==> src/rtl/nrzts_pkg.sv <==
// ============================================================================
// nrzts_pkg
// Shared types and constants for the NRZ edge timestamp encoder.
// ============================================================================
package nrzts_pkg;

  localparam int unsigned MsgBits   = 21;  // message length, sent MSB first
  localparam int unsigned TimeW     = 16;  // running time, half-bit units
  localparam int unsigned SlotW     = 12;  // playback slot index
  localparam int unsigned BitUnits  = 2;   // half-bit units per message bit
  localparam int unsigned IdleUnits = 4;   // two idle bits after a message
  localparam int unsigned MsgUnits  = BitUnits * MsgBits + IdleUnits;

  localparam int unsigned DefaultBufferDepth = 4096;
  localparam int unsigned QueueDepth         = 2;

  // One classified message: bit k set means a level change at the boundary
  // that is scanned (MsgBits-1-k) steps after the first one.
  typedef struct packed {
    logic [MsgBits-1:0] edge_mask;
    logic [TimeW-1:0]   first_time;  // time of the first bit boundary
    logic               restart;
  } q_entry_t;

endpackage

==> src/rtl/nrzts_front.sv <==
// ============================================================================
// nrzts_front
// Accepts messages, keeps running time and turns bits into an edge mask.
// ============================================================================
module nrzts_front
  import nrzts_pkg::*;
(
  input  logic               clk_i,
  input  logic               rst_ni,
  input  logic               push,
  output logic               full,
  input  logic [MsgBits-1:0] message_bits_i,
  input  logic               restart_i,
  input  logic               q_full_i,
  output logic               q_push_o,
  output q_entry_t           q_entry_o
);

  logic [TimeW-1:0] time_q, time_d;
  logic [TimeW-1:0] start_time;
  logic [MsgBits:0] ext_bits;

  assign full     = q_full_i;
  assign q_push_o = push && !q_full_i;

  assign start_time = restart_i ? '0 : time_q;

  // Trailing zero stands for the line level after the message: a final one
  // then yields the end edge.
  assign ext_bits = {message_bits_i, 1'b0};

  always_comb begin
    q_entry_o.edge_mask  = ext_bits[MsgBits:1] ^ ext_bits[MsgBits-1:0];
    q_entry_o.first_time = start_time + TimeW'(BitUnits);
    q_entry_o.restart    = restart_i;
  end

  assign time_d = q_push_o ? start_time + TimeW'(MsgUnits) : time_q;

  always_ff @(posedge clk_i or negedge rst_ni) begin
    if (!rst_ni) begin
      time_q <= '0;
    end else begin
      time_q <= time_d;
    end
  end

endmodule

==> src/rtl/nrzts_queue.sv <==
// ============================================================================
// nrzts_queue
// Small FIFO of classified messages between front and back.
// ============================================================================
module nrzts_queue
  import nrzts_pkg::*;
(
  input  logic     clk_i,
  input  logic     rst_ni,
  input  logic     push_i,
  input  q_entry_t data_i,
  output logic     full_o,
  output logic     valid_o,
  input  logic     pop_i,
  output q_entry_t data_o
);

  localparam int unsigned PtrW = (QueueDepth > 1) ? $clog2(QueueDepth) : 1;
  localparam int unsigned CntW = $clog2(QueueDepth + 1);

  q_entry_t          mem_q [QueueDepth];
  logic [PtrW-1:0]   wr_ptr_q, wr_ptr_d;
  logic [PtrW-1:0]   rd_ptr_q, rd_ptr_d;
  logic [CntW-1:0]   count_q, count_d;
  logic              do_push, do_pop;

  assign full_o  = (count_q == CntW'(QueueDepth));
  assign valid_o = (count_q != '0);
  assign data_o  = mem_q[rd_ptr_q];

  assign do_push = push_i && !full_o;
  assign do_pop  = pop_i && valid_o;

  always_comb begin
    wr_ptr_d = wr_ptr_q;
    rd_ptr_d = rd_ptr_q;
    count_d  = count_q;
    if (do_push) begin
      wr_ptr_d = (wr_ptr_q == PtrW'(QueueDepth - 1)) ? '0 : wr_ptr_q + 1'b1;
    end
    if (do_pop) begin
      rd_ptr_d = (rd_ptr_q == PtrW'(QueueDepth - 1)) ? '0 : rd_ptr_q + 1'b1;
    end
    if (do_push && !do_pop) begin
      count_d = count_q + 1'b1;
    end else if (do_pop && !do_push) begin
      count_d = count_q - 1'b1;
    end
  end

  always_ff @(posedge clk_i or negedge rst_ni) begin
    if (!rst_ni) begin
      wr_ptr_q <= '0;
      rd_ptr_q <= '0;
      count_q  <= '0;
    end else begin
      wr_ptr_q <= wr_ptr_d;
      rd_ptr_q <= rd_ptr_d;
      count_q  <= count_d;
    end
  end

  always_ff @(posedge clk_i) begin
    if (do_push) begin
      mem_q[wr_ptr_q] <= data_i;
    end
  end

endmodule

==> src/rtl/nrzts_back.sv <==
// ============================================================================
// nrzts_back
// Scans an edge mask one boundary per unstalled cycle; emits timestamped edges.
// ============================================================================
module nrzts_back
  import nrzts_pkg::*;
#(
  parameter int unsigned BufferDepth = DefaultBufferDepth
) (
  input  logic             clk_i,
  input  logic             rst_ni,
  input  logic             q_valid_i,
  input  q_entry_t         q_entry_i,
  output logic             q_pop_o,
  output logic             empty,
  input  logic             pop,
  output logic [TimeW-1:0] edge_time_o,
  output logic [SlotW-1:0] edge_slot_o,
  output logic             last_edge_o
);

  // Slot counter is SlotW bits wide, so it never reaches beyond 2**SlotW.
  localparam int unsigned SlotWrap =
    (BufferDepth > (1 << SlotW)) ? (1 << SlotW) : BufferDepth;
  localparam logic [SlotW-1:0] SlotLast = SlotW'(SlotWrap - 1);

  logic [MsgBits-1:0] mask_q, mask_d;
  logic [TimeW-1:0]   time_q, time_d;
  logic [SlotW-1:0]   slot_q, slot_d;
  logic               out_valid_q, out_valid_d;
  logic [TimeW-1:0]   out_time_q;
  logic [SlotW-1:0]   out_slot_q;
  logic               out_last_q;
  logic               busy, advance, step, emit;

  assign busy    = (mask_q != '0);
  assign advance = !out_valid_q || pop;
  assign step    = busy && advance;
  assign emit    = step && mask_q[MsgBits-1];
  assign q_pop_o = !busy && q_valid_i;

  always_comb begin
    mask_d      = mask_q;
    time_d      = time_q;
    slot_d      = slot_q;
    out_valid_d = out_valid_q;
    if (q_pop_o) begin
      mask_d = q_entry_i.edge_mask;
      time_d = q_entry_i.first_time;
      if (q_entry_i.restart) begin
        slot_d = '0;
      end
    end else if (step) begin
      mask_d = mask_q << 1;
      time_d = time_q + TimeW'(BitUnits);
    end
    if (emit) begin
      slot_d = (slot_q == SlotLast) ? '0 : slot_q + 1'b1;
    end
    if (advance) begin
      out_valid_d = emit;
    end
  end

  always_ff @(posedge clk_i or negedge rst_ni) begin
    if (!rst_ni) begin
      mask_q      <= '0;
      slot_q      <= '0;
      out_valid_q <= 1'b0;
    end else begin
      mask_q      <= mask_d;
      slot_q      <= slot_d;
      out_valid_q <= out_valid_d;
    end
  end

  always_ff @(posedge clk_i) begin
    time_q <= time_d;
    if (emit) begin
      out_time_q <= time_q;
      out_slot_q <= slot_q;
      out_last_q <= (mask_q[MsgBits-2:0] == '0);
    end
  end

  assign empty       = !out_valid_q;
  assign edge_time_o = out_time_q;
  assign edge_slot_o = out_slot_q;
  assign last_edge_o = out_last_q;

endmodule

==> src/rtl/nrz_edge_timestamp_encoder_core.sv <==
// ============================================================================
// nrz_edge_timestamp_encoder_core
// Serialises 21-bit messages onto an NRZ line as timestamped level changes.
// ============================================================================
// Each transfer on the input queue side carries one 21-bit message (bit 20
// first) and a restart flag. Every bit lasts two half-bit units on a wrapping
// 16-bit clock; each level change between neighbouring bits comes out as one
// result transfer with its boundary timestamp and playback slot, a final one
// bit adds an end edge, and last_edge_o marks the final edge of the message.
// A message of all zeros gives no result. After the message the time moves
// on by two idle bits, so consecutive messages are 46 units apart; restart
// clears time and slot before the message is encoded. Slots count up and
// wrap at BufferDepth (at most 4096). The front stores a message in a
// two-entry queue in the cycle it is pushed; the back takes it out once it
// is idle and then walks the 21 bit boundaries with a shift register, one
// per cycle while the output is not held, and stops after the last edge; a
// message with no edges takes no walk. Edges leave through a single output
// register at up to one per cycle; every cycle in which a waiting result is
// not popped holds the walk for that cycle. full stays low while the queue
// has room, so up to two messages may be queued behind the one being walked.
// ============================================================================
module nrz_edge_timestamp_encoder_core
  import nrzts_pkg::*;
#(
  parameter int unsigned BufferDepth = DefaultBufferDepth
) (
  input  logic               clk_i,
  input  logic               rst_ni,
  // message side
  input  logic               push,
  output logic               full,
  input  logic [MsgBits-1:0] message_bits_i,
  input  logic               restart_i,
  // edge side
  output logic               empty,
  input  logic               pop,
  output logic [TimeW-1:0]   edge_time_o,
  output logic [SlotW-1:0]   edge_slot_o,
  output logic               last_edge_o
);

  logic     q_push, q_full, q_valid, q_pop;
  q_entry_t q_wr_entry, q_rd_entry;

  // Front: running time and edge classification
  nrzts_front u_front (
    .clk_i          (clk_i),
    .rst_ni         (rst_ni),
    .push           (push),
    .full           (full),
    .message_bits_i (message_bits_i),
    .restart_i      (restart_i),
    .q_full_i       (q_full),
    .q_push_o       (q_push),
    .q_entry_o      (q_wr_entry)
  );

  // Decoupling queue
  nrzts_queue u_queue (
    .clk_i   (clk_i),
    .rst_ni  (rst_ni),
    .push_i  (q_push),
    .data_i  (q_wr_entry),
    .full_o  (q_full),
    .valid_o (q_valid),
    .pop_i   (q_pop),
    .data_o  (q_rd_entry)
  );

  // Back: boundary walk, slot counter and output register
  nrzts_back #(
    .BufferDepth (BufferDepth)
  ) u_back (
    .clk_i       (clk_i),
    .rst_ni      (rst_ni),
    .q_valid_i   (q_valid),
    .q_entry_i   (q_rd_entry),
    .q_pop_o     (q_pop),
    .empty       (empty),
    .pop         (pop),
    .edge_time_o (edge_time_o),
    .edge_slot_o (edge_slot_o),
    .last_edge_o (last_edge_o)
  );

endmodule

==> config.mk <==
export PLATFORM = sky130hd
export DESIGN_NAME = nrz_edge_timestamp_encoder_core
export DESIGN_NICKNAME = d
export VERILOG_FILES = /design/src/rtl/nrzts_pkg.sv /design/src/rtl/nrzts_front.sv /design/src/rtl/nrzts_queue.sv /design/src/rtl/nrzts_back.sv /design/src/rtl/nrz_edge_timestamp_encoder_core.sv
export SDC_FILE = /design/constraint.sdc
export NUM_CORES = 1
export LEC_CHECK = 0
export ABC_AREA = 1
export BUFFER_PORTS_ARGS = -buffer_cell sky130_fd_sc_hd__buf_2
export CAP_MARGIN = 20
export CORE_MARGIN = 4
export CORE_UTILIZATION = 25
export CTS_CLUSTER_SIZE = 12
export DETAILED_ROUTE_END_ITERATION = 10
export GPL_TIMING_DRIVEN = 0
export PLACE_DENSITY_LB_ADDON = 0.2
export SYNTH_ARGS = -nofsm -noshare
export SYNTH_HDL_FRONTEND = slang
export SYNTH_SLANG_ARGS = --single-unit
==> constraint.sdc <==
create_clock -name clk_i -period 3.9 [get_ports clk_i]
set_input_delay 0.195 -clock clk_i [delete_from_list [all_inputs] [get_ports clk_i]]
set_output_delay 0.195 -clock clk_i [all_outputs]
set_load 0.05 [all_outputs]
==> results of run 1 <==
[per-stage QoR]
step,TNS (ps),hold slack (ps),worst slack (ps),instances,util
after CTS,0,11.6,1730,1272,0.302
after global routing,0,18.9,1630,1272,0.302
final,0,36.3,1780,1272,0.302
after global placement,-20330,406,-288,1235,0.278
after floorplan,0,-101,822,777,-
after detailed placement,0,339,1750,1238,0.281
[layer usage]
layer	routed length, um	part of all wire	vias to the layer above
met1	8510	0.49	2439
met5	0	0	-
met4	174	0.010	0
li1	-	-	2714
met2	7950	0.46	88
met3	697	0.040	12
[cells by family (layout without fill, tap and decap cells)]
logic type | Yosys count | in the layout
flops | 175 | 175
fa+ha+maj | 5 | 5
xor+xnor | 55 | 55
compound gates | 28 | 28
buf+inv | 77 | 170
mux | 3 | 3
simple gates | 434 | 434
[flip-flops by register name, indices dropped and copies added (netlist names), 2 cells and up]
register	flops
u_back.edge_time_o	16
u_back.edge_slot_o	12
u_back.mask_q	21
u_queue.mem_q	76
u_back.time_q	16
u_queue.count_q	2
u_front.time_q	16
u_back.slot_q	12
[timing repair]
item / 4_1_cts / 5_1_grt
setup buffers: 0 / 0
endpoints found under the hold margin: 56 / 0
hold buffers: 2 / 0
[report_power, final]
group	switching, mW	internal, mW
Sequential	0.304	2.69
Combinational	1.64	0.677
Clock	0.747	1.08
Total	2.69	4.46
[placed cells by master (no fill, tap or decap), drive strengths merged, types with 7 or more instances in the layout]
| cell | synthesis | layout |
|---|---|---|
| nor2 | 50 | 50 |
| buf | 16 | 75 |
| nand4 | 7 | 7 |
| xnor2 | 7 | 7 |
| edfxtp | 121 | 121 |
| nor3 | 11 | 11 |
| nand3 | 81 | 81 |
| o21ai | 19 | 19 |
| inv | 53 | 59 |
| xor2 | 48 | 48 |
| a21oi | 7 | 7 |
| clkbuf | 6 | 24 |
| dfrtp | 54 | 54 |
| nand2 | 282 | 282 |
[final timing paths]
path | cells after the start | endpoint | from
max | 6 | u_queue.mem_q[1][4] | u_queue.count_q[1]
min | 1 | u_queue.mem_q[1][17] | message_bits_i[0]
max reg2reg | 6 | u_queue.mem_q[1][4] | u_queue.count_q[1]
min reg2reg | 0 | u_back.edge_time_o[0] | u_back.time_q[0]
max in group asynchronous | 2 | u_back.slot_q[7] | rst_ni
min in group asynchronous | 2 | u_front.time_q[6] | rst_ni
[critical path, delay by kind of cell, from the launching register on]
family                 cells  cell delay (ps)
DFF                        1              370
buffers and inverters      3              560
and+or+nand+nor            3              880
[layout make-up]
type / instances / share of cell area
multi-input cells: 525 / 0.279
plain buffers: 22 / 0.0174
inverters: 55 / 0.0227
clock buffers: 18 / 0.0449
flip-flops and latches: 175 / 0.522
clock inverters: 14 / 0.0211
well taps: 402 / 0.0526
repair buffers: 61 / 0.0403
==> results.tsv, run 1 <==
stage	metric	value	unit
status	status	completed	
critical_path	reg2reg setup slack	1780	ps
logic_synthesis	synthesized area per cell	10.3	um^2
placement	# port buffers	56	
critical_path	CP peak stage delay	520	ps
run	max cap viols	0	
detailed_routing	initial DRC count	294	
logic_synthesis	syn_nets	808	
timing	Slew HR	0.473	
timing	Worst Skew	18.7	ps
global_route	GRT met2 Usage	0.157	
placement	Cell Area, Placed	8900	um^2
detailed_routing	Total Wirelength	17.3	mm
critical_path	most frequent CP cell	inv_1	
detailed_routing	drt pass-1 iters	4	
timing	worst-margin pin slew	790	ps
critical_path	worst setup path class	flop to flop	
logic_synthesis	cells after synthesis	777	
detailed_routing	post-route ant nets	0	
finish	nets	888	
clock_network	Root Driver	clkbuf_16	
clock_network	TritonCTS Buffers	17	
die	die area	35000	um^2
global_route	GRT Util Overall	0.103	
logic_synthesis	synthesized-area fraction occupied by adder cells	0.00780	
detailed_routing	Via Count	5253	
timing	final hold violation count	0	
pwr	peak supply drop	291	uV
global_route	total grt overflow	0	
global_route	met3 Usage GRT	0.0272	
critical_path	Critical Path Slowest Stage Cell	nor2_4	
die	Initial Utilization	0.254	
logic_synthesis	Top FF cell, synth	edfxtp_1	
logic_synthesis	Synth cell types	36	
clock_network	CTS clk-pin slew, worst paths	60	ps
placement	DP Wirelength	12.5	mm
global_route	number of global-route vias before repair	5189	
global_route	largest net degree at the start of global routing	55	
logic_synthesis	Async SR Flop Fraction	0.309	
critical_path	WP data arrival	2250	ps
finish	area of the multi-input gates	2670	um^2
finish	final instance area	9560	um^2
detailed_routing	Via density	4.13	
clock_network	cts repair resizes	0	
timing	FMAX	471	MHz
finish	P&R area growth vs syn	19.1	%
logic_synthesis	Warnings, synthesis	0	
logic_synthesis	xor and xnor area share after synthesis	0.0601	
die	core area	31600	um^2
critical_path	Worst Setup End Kind	flop	
timing	Final Critical Period	2120	ps
timing	final period utilization	0.544	
die	Ports	57	
timing	final-report max-slew violation count	0	
clock_network	Sink Count	175	
logic_synthesis	EDFF count, synth	121	
critical_path	Crit Path Max Fanout	22	
pwr	leakage	4.04	nW
critical_path	Cell Chain, Critical Path	inv_1 -> nor2_1 -> nor2_2 -> inv_1 -> nor2_4 -> buf_16	
finish	Reg area	4980	um^2
detailed_routing	WL/cell	13.6	um
global_route	initial antenna violation count	0	
finish	ANT cells	0	
logic_synthesis	post-synthesis compound-gate area fraction	0.0189	
logic_synthesis	post-synth top area share	0.453	
clock_network	H-Tree Depth	4	
critical_path	crit start category	flop	
die	Die Ht	187	um
clock_network	CTS tree	done	
logic_synthesis	Synth area leader	edfxtp_1	
logic_synthesis	Synth Cell Area	8020	um^2
logic_synthesis	Synth area leaders	edfxtp_1, dfrtp_1, nand2_1, xor2_1, nand3_1	
logic_synthesis	Yosys reg bits	175	
die	FP Rows	65	
logic_synthesis	multiplexer area fraction after synthesis	0.00374	
critical_path	Worst EP required	4030	ps
logic_synthesis	post-synthesis simple-gate area fraction	0.240	
logic_synthesis	main combinational cell family by area after synthesis	simple AND/OR/NAND/NOR gates	
logic_synthesis	top-count cell post-synth	nand2_1	
timing	unrepaired setup endpoints after global routing	false	
clock_network	Clk Latency, worst-skew pair	440	ps
pwr	Pwr Total	7.14	mW
logic_synthesis	sequential area share after synthesis	0.621	
logic_synthesis	most frequent cells after synthesis	nand2_1, edfxtp_1, nand3_1	
clock_network	Max clock buf depth	2	
global_route	first-pass GRT wire length	28.6	mm
global_route	busiest grt layer	met2	
pwr	Pwr Density	748	nW/um^2
detailed_routing	drc violations	0	
finish	fraction of layout cells with a size suffix above 1	0.168	
timing	Setup Viol. Count Final	0	
finish	Layout fillers	3243	
placement	Placer Congestion	0.785	
hold_path	Hold Crit Class	input port to flop	
global_route	M1 GR Usage	0.143	
die	Die X	187	um
No activity file was read; power rests on OpenSTA's default activity.
==> run 2: changes to the inputs <==
- clock period: 3.9 -> 2.11 ns (I/O delays scaled with it)
==> results.tsv, run 2 (synthesis gave the netlist of run 1 again) <==
stage	metric	value	unit	change
status	status	completed		
finish	area of the multi-input gates	2760	um^2	+3.4%
global_route	GRT Util Overall	0.102		-0.000473
global_route	number of global-route vias before repair	5314		+2.4%
detailed_routing	post-route ant nets	0		unchanged
timing	FMAX	511	MHz	
finish	nets	902		+1.6%
detailed_routing	Via density	4.14		+0.21%
global_route	busiest grt layer	met2		
hold_path	Worst Hold End	u_queue.mem_q[1][21]		
finish	P&R area growth vs syn	21.7	%	
finish	Reg area	4980	um^2	unchanged
timing	setup TNS	0	ps	unchanged
clock_network	H-Tree Depth	4		unchanged
critical_path	Worst Setup End Kind	flop		
critical_path	Crit Path Max Fanout	9		-59%
critical_path	r2r worst-path depth	10		+4
die	FP Rows	65		unchanged
clock_network	TritonCTS Buffers	17		unchanged
clock_network	Max clock buf depth	2		unchanged
finish	biggest regs	u_queue.mem_q: 76 flops, u_back.mask_q: 21 flops		
critical_path	reg2reg setup slack	230	ps	-1550 ps
timing	final-report max-slew violation count	0		unchanged
die	Die X	187	um	unchanged
global_route	GRT met2 Usage	0.157		about the same
global_route	met3 Usage GRT	0.0215		-0.00579
detailed_routing	drc violations	0		unchanged
critical_path	CP Launch Point	restart_i		
run	max cap viols	0		unchanged
finish	Final Non-Filler Cells	1286		+1.1%
critical_path	worst setup path class	input port to flop		
pwr	peak supply drop	672	uV	+130%
finish	max FFs per register	76		unchanged
hold_path	HP Start	message_bits_i[4]		
timing	smallest hold slack	18.6	ps	-17.7 ps
timing	final hold violation count	0		unchanged
timing	Final Critical Period	1960	ps	
die	core area	31600	um^2	unchanged
finish	fraction of layout cells with a size suffix above 1	0.189		+0.0211
die	die area	35000	um^2	unchanged
timing	Worst Skew	14.5	ps	-4.21 ps
critical_path	Worst EP required	2290	ps	-1740 ps
hold_path	Hold Crit Class	input port to flop		
timing	final period utilization	0.927		
pwr	Pwr Density	1360	nW/um^2	+81%
timing	Setup Viol. Count Final	0		unchanged
finish	ANT cells	0		unchanged
detailed_routing	drt pass-1 iters	5		+1
critical_path	worst r2r src	u_back.mask_q[9]		
die	Ports	57		unchanged
pwr	leakage	4.10	nW	+1.5%
finish	commonest non-fill, non-tap cell in the layout	nand2_1		
global_route	largest net degree at the start of global routing	55		unchanged
clock_network	Sink Count	175		unchanged
placement	DP Wirelength	12.5	mm	+0.12%
finish	Layout fillers	3278		+1.1%
placement	Place WS	-69.9	ps	-1820 ps
clock_network	Clk Latency, worst-skew pair	440	ps	about the same
timing	worst-margin pin slew	807	ps	+17.0 ps
finish	largest register by flop count	u_queue.mem_q		
clock_network	Root Driver	clkbuf_16		
finish	most frequent cells in the layout	nand2_1, edfxtp_1, nand3_1, buf_2, dfrtp_1		
global_route	total grt overflow	0		unchanged
timing	unrepaired setup endpoints after global routing	false		
placement	Placer Congestion	0.798		+1.7%
critical_path	crit start category	input port		
detailed_routing	WL/cell	13.6	um	-0.43%
critical_path	R2R Path End	u_queue.count_q[1]		
timing	slack of the critical path	154	ps	-1620 ps
placement	# port buffers	56		unchanged
hold_path	hold path depth	2		+1
pwr	Pwr Total	13.2	mW	+85%
global_route	first-pass GRT wire length	28.5	mm	-0.17%
global_route	M1 GR Usage	0.143		about the same
detailed_routing	Total Wirelength	17.4	mm	+0.67%
clock_network	CTS clk-pin slew, worst paths	70	ps	about the same
detailed_routing	Via Count	5322		+1.3%
global_route	initial antenna violation count	0		unchanged
die	Die Ht	187	um	unchanged
die	Initial Utilization	0.254		unchanged
placement	Cells after DPL	1238		unchanged
timing	Slew HR	0.462		-0.0114
clock_network	CTS tree	done		
detailed_routing	initial DRC count	329		+12%
critical_path	WP data arrival	2130	ps	-120 ps
run 2: cell count changes in the layout (fill, tap and decap cells not counted), sizes merged:
| cell | change |
|---|---|
| buf | +4 |
| bufinv | -3 |
| clkbuf | -1 |
| clkinvlp | +1 |
| dlygate4sd3 | +10 |
| inv | +3 |
run 2: how the worst max path moves through the flow:
stage	end	slack [ps]
floorplan	u_queue.mem_q[1][0]	-220
global placement	u_queue.mem_q[1][30]	-1010
detailed placement	u_queue.mem_q[1][1]	-70
CTS	u_queue.count_q[1]	1
global route	u_queue.mem_q[1][14]	10
finish	u_queue.mem_q[1][16]	150
run 2: where the power goes:
| part | total (mW) | internal (mW) | switching (mW) |
|---|---|---|---|
| registers | 5.56 | 4.97 | 0.588 |
| clock network | 3.17 | 1.69 | 1.48 |
| logic | 4.50 | 1.38 | 3.12 |
run 2: area by class of cell:
| type | count | area share |
|---|---|---|
| plain buffers | 22 | 0.0174 |
| clock buffers | 17 | 0.0436 |
| clock inverters | 15 | 0.0173 |
| inverters | 55 | 0.0222 |
| multi-input cells | 525 | 0.283 |
| flip-flops and latches | 175 | 0.511 |
| well taps | 402 | 0.0515 |
| repair buffers | 75 | 0.0546 |
run 2: routing by layer:
| layer | vias to the layer above | routed length (um) |
|---|---|---|
| li1 | 2748 | - |
| met1 | 2466 | 8720 |
| met2 | 86 | 7840 |
| met3 | 22 | 605 |
| met4 | 0 | 283 |
| met5 | - | 0 |
run 2: repair_timing:
action | CTS | global route
setup endpoints to repair | 45 | 9
buffers inserted | 2 | 2
pin swaps | 2 | 5
endpoints found under the hold margin | 76 | 0
hold buffers | 12 | 0
cloned | 0 | 0
gates resized for setup | 1 | 20
run 2: stage by stage:
stage	utilization	instance area, um^2
global route	0.309	9760
global placement	0.279	8810
CTS	0.305	9660
finish	0.309	9760
floorplan	-	8030
detailed placement	0.281	8900
run 2: worst max-delay path: stages:
cell and delay, ps:
dlygate4sd3_1 520, buf_2 150, buf_6 160, inv_8 80
nand2_2 90, inv_1 70, ha_1 190, nand3_2 130
nor3_4 330, nand3_1 130, xor2_1 170
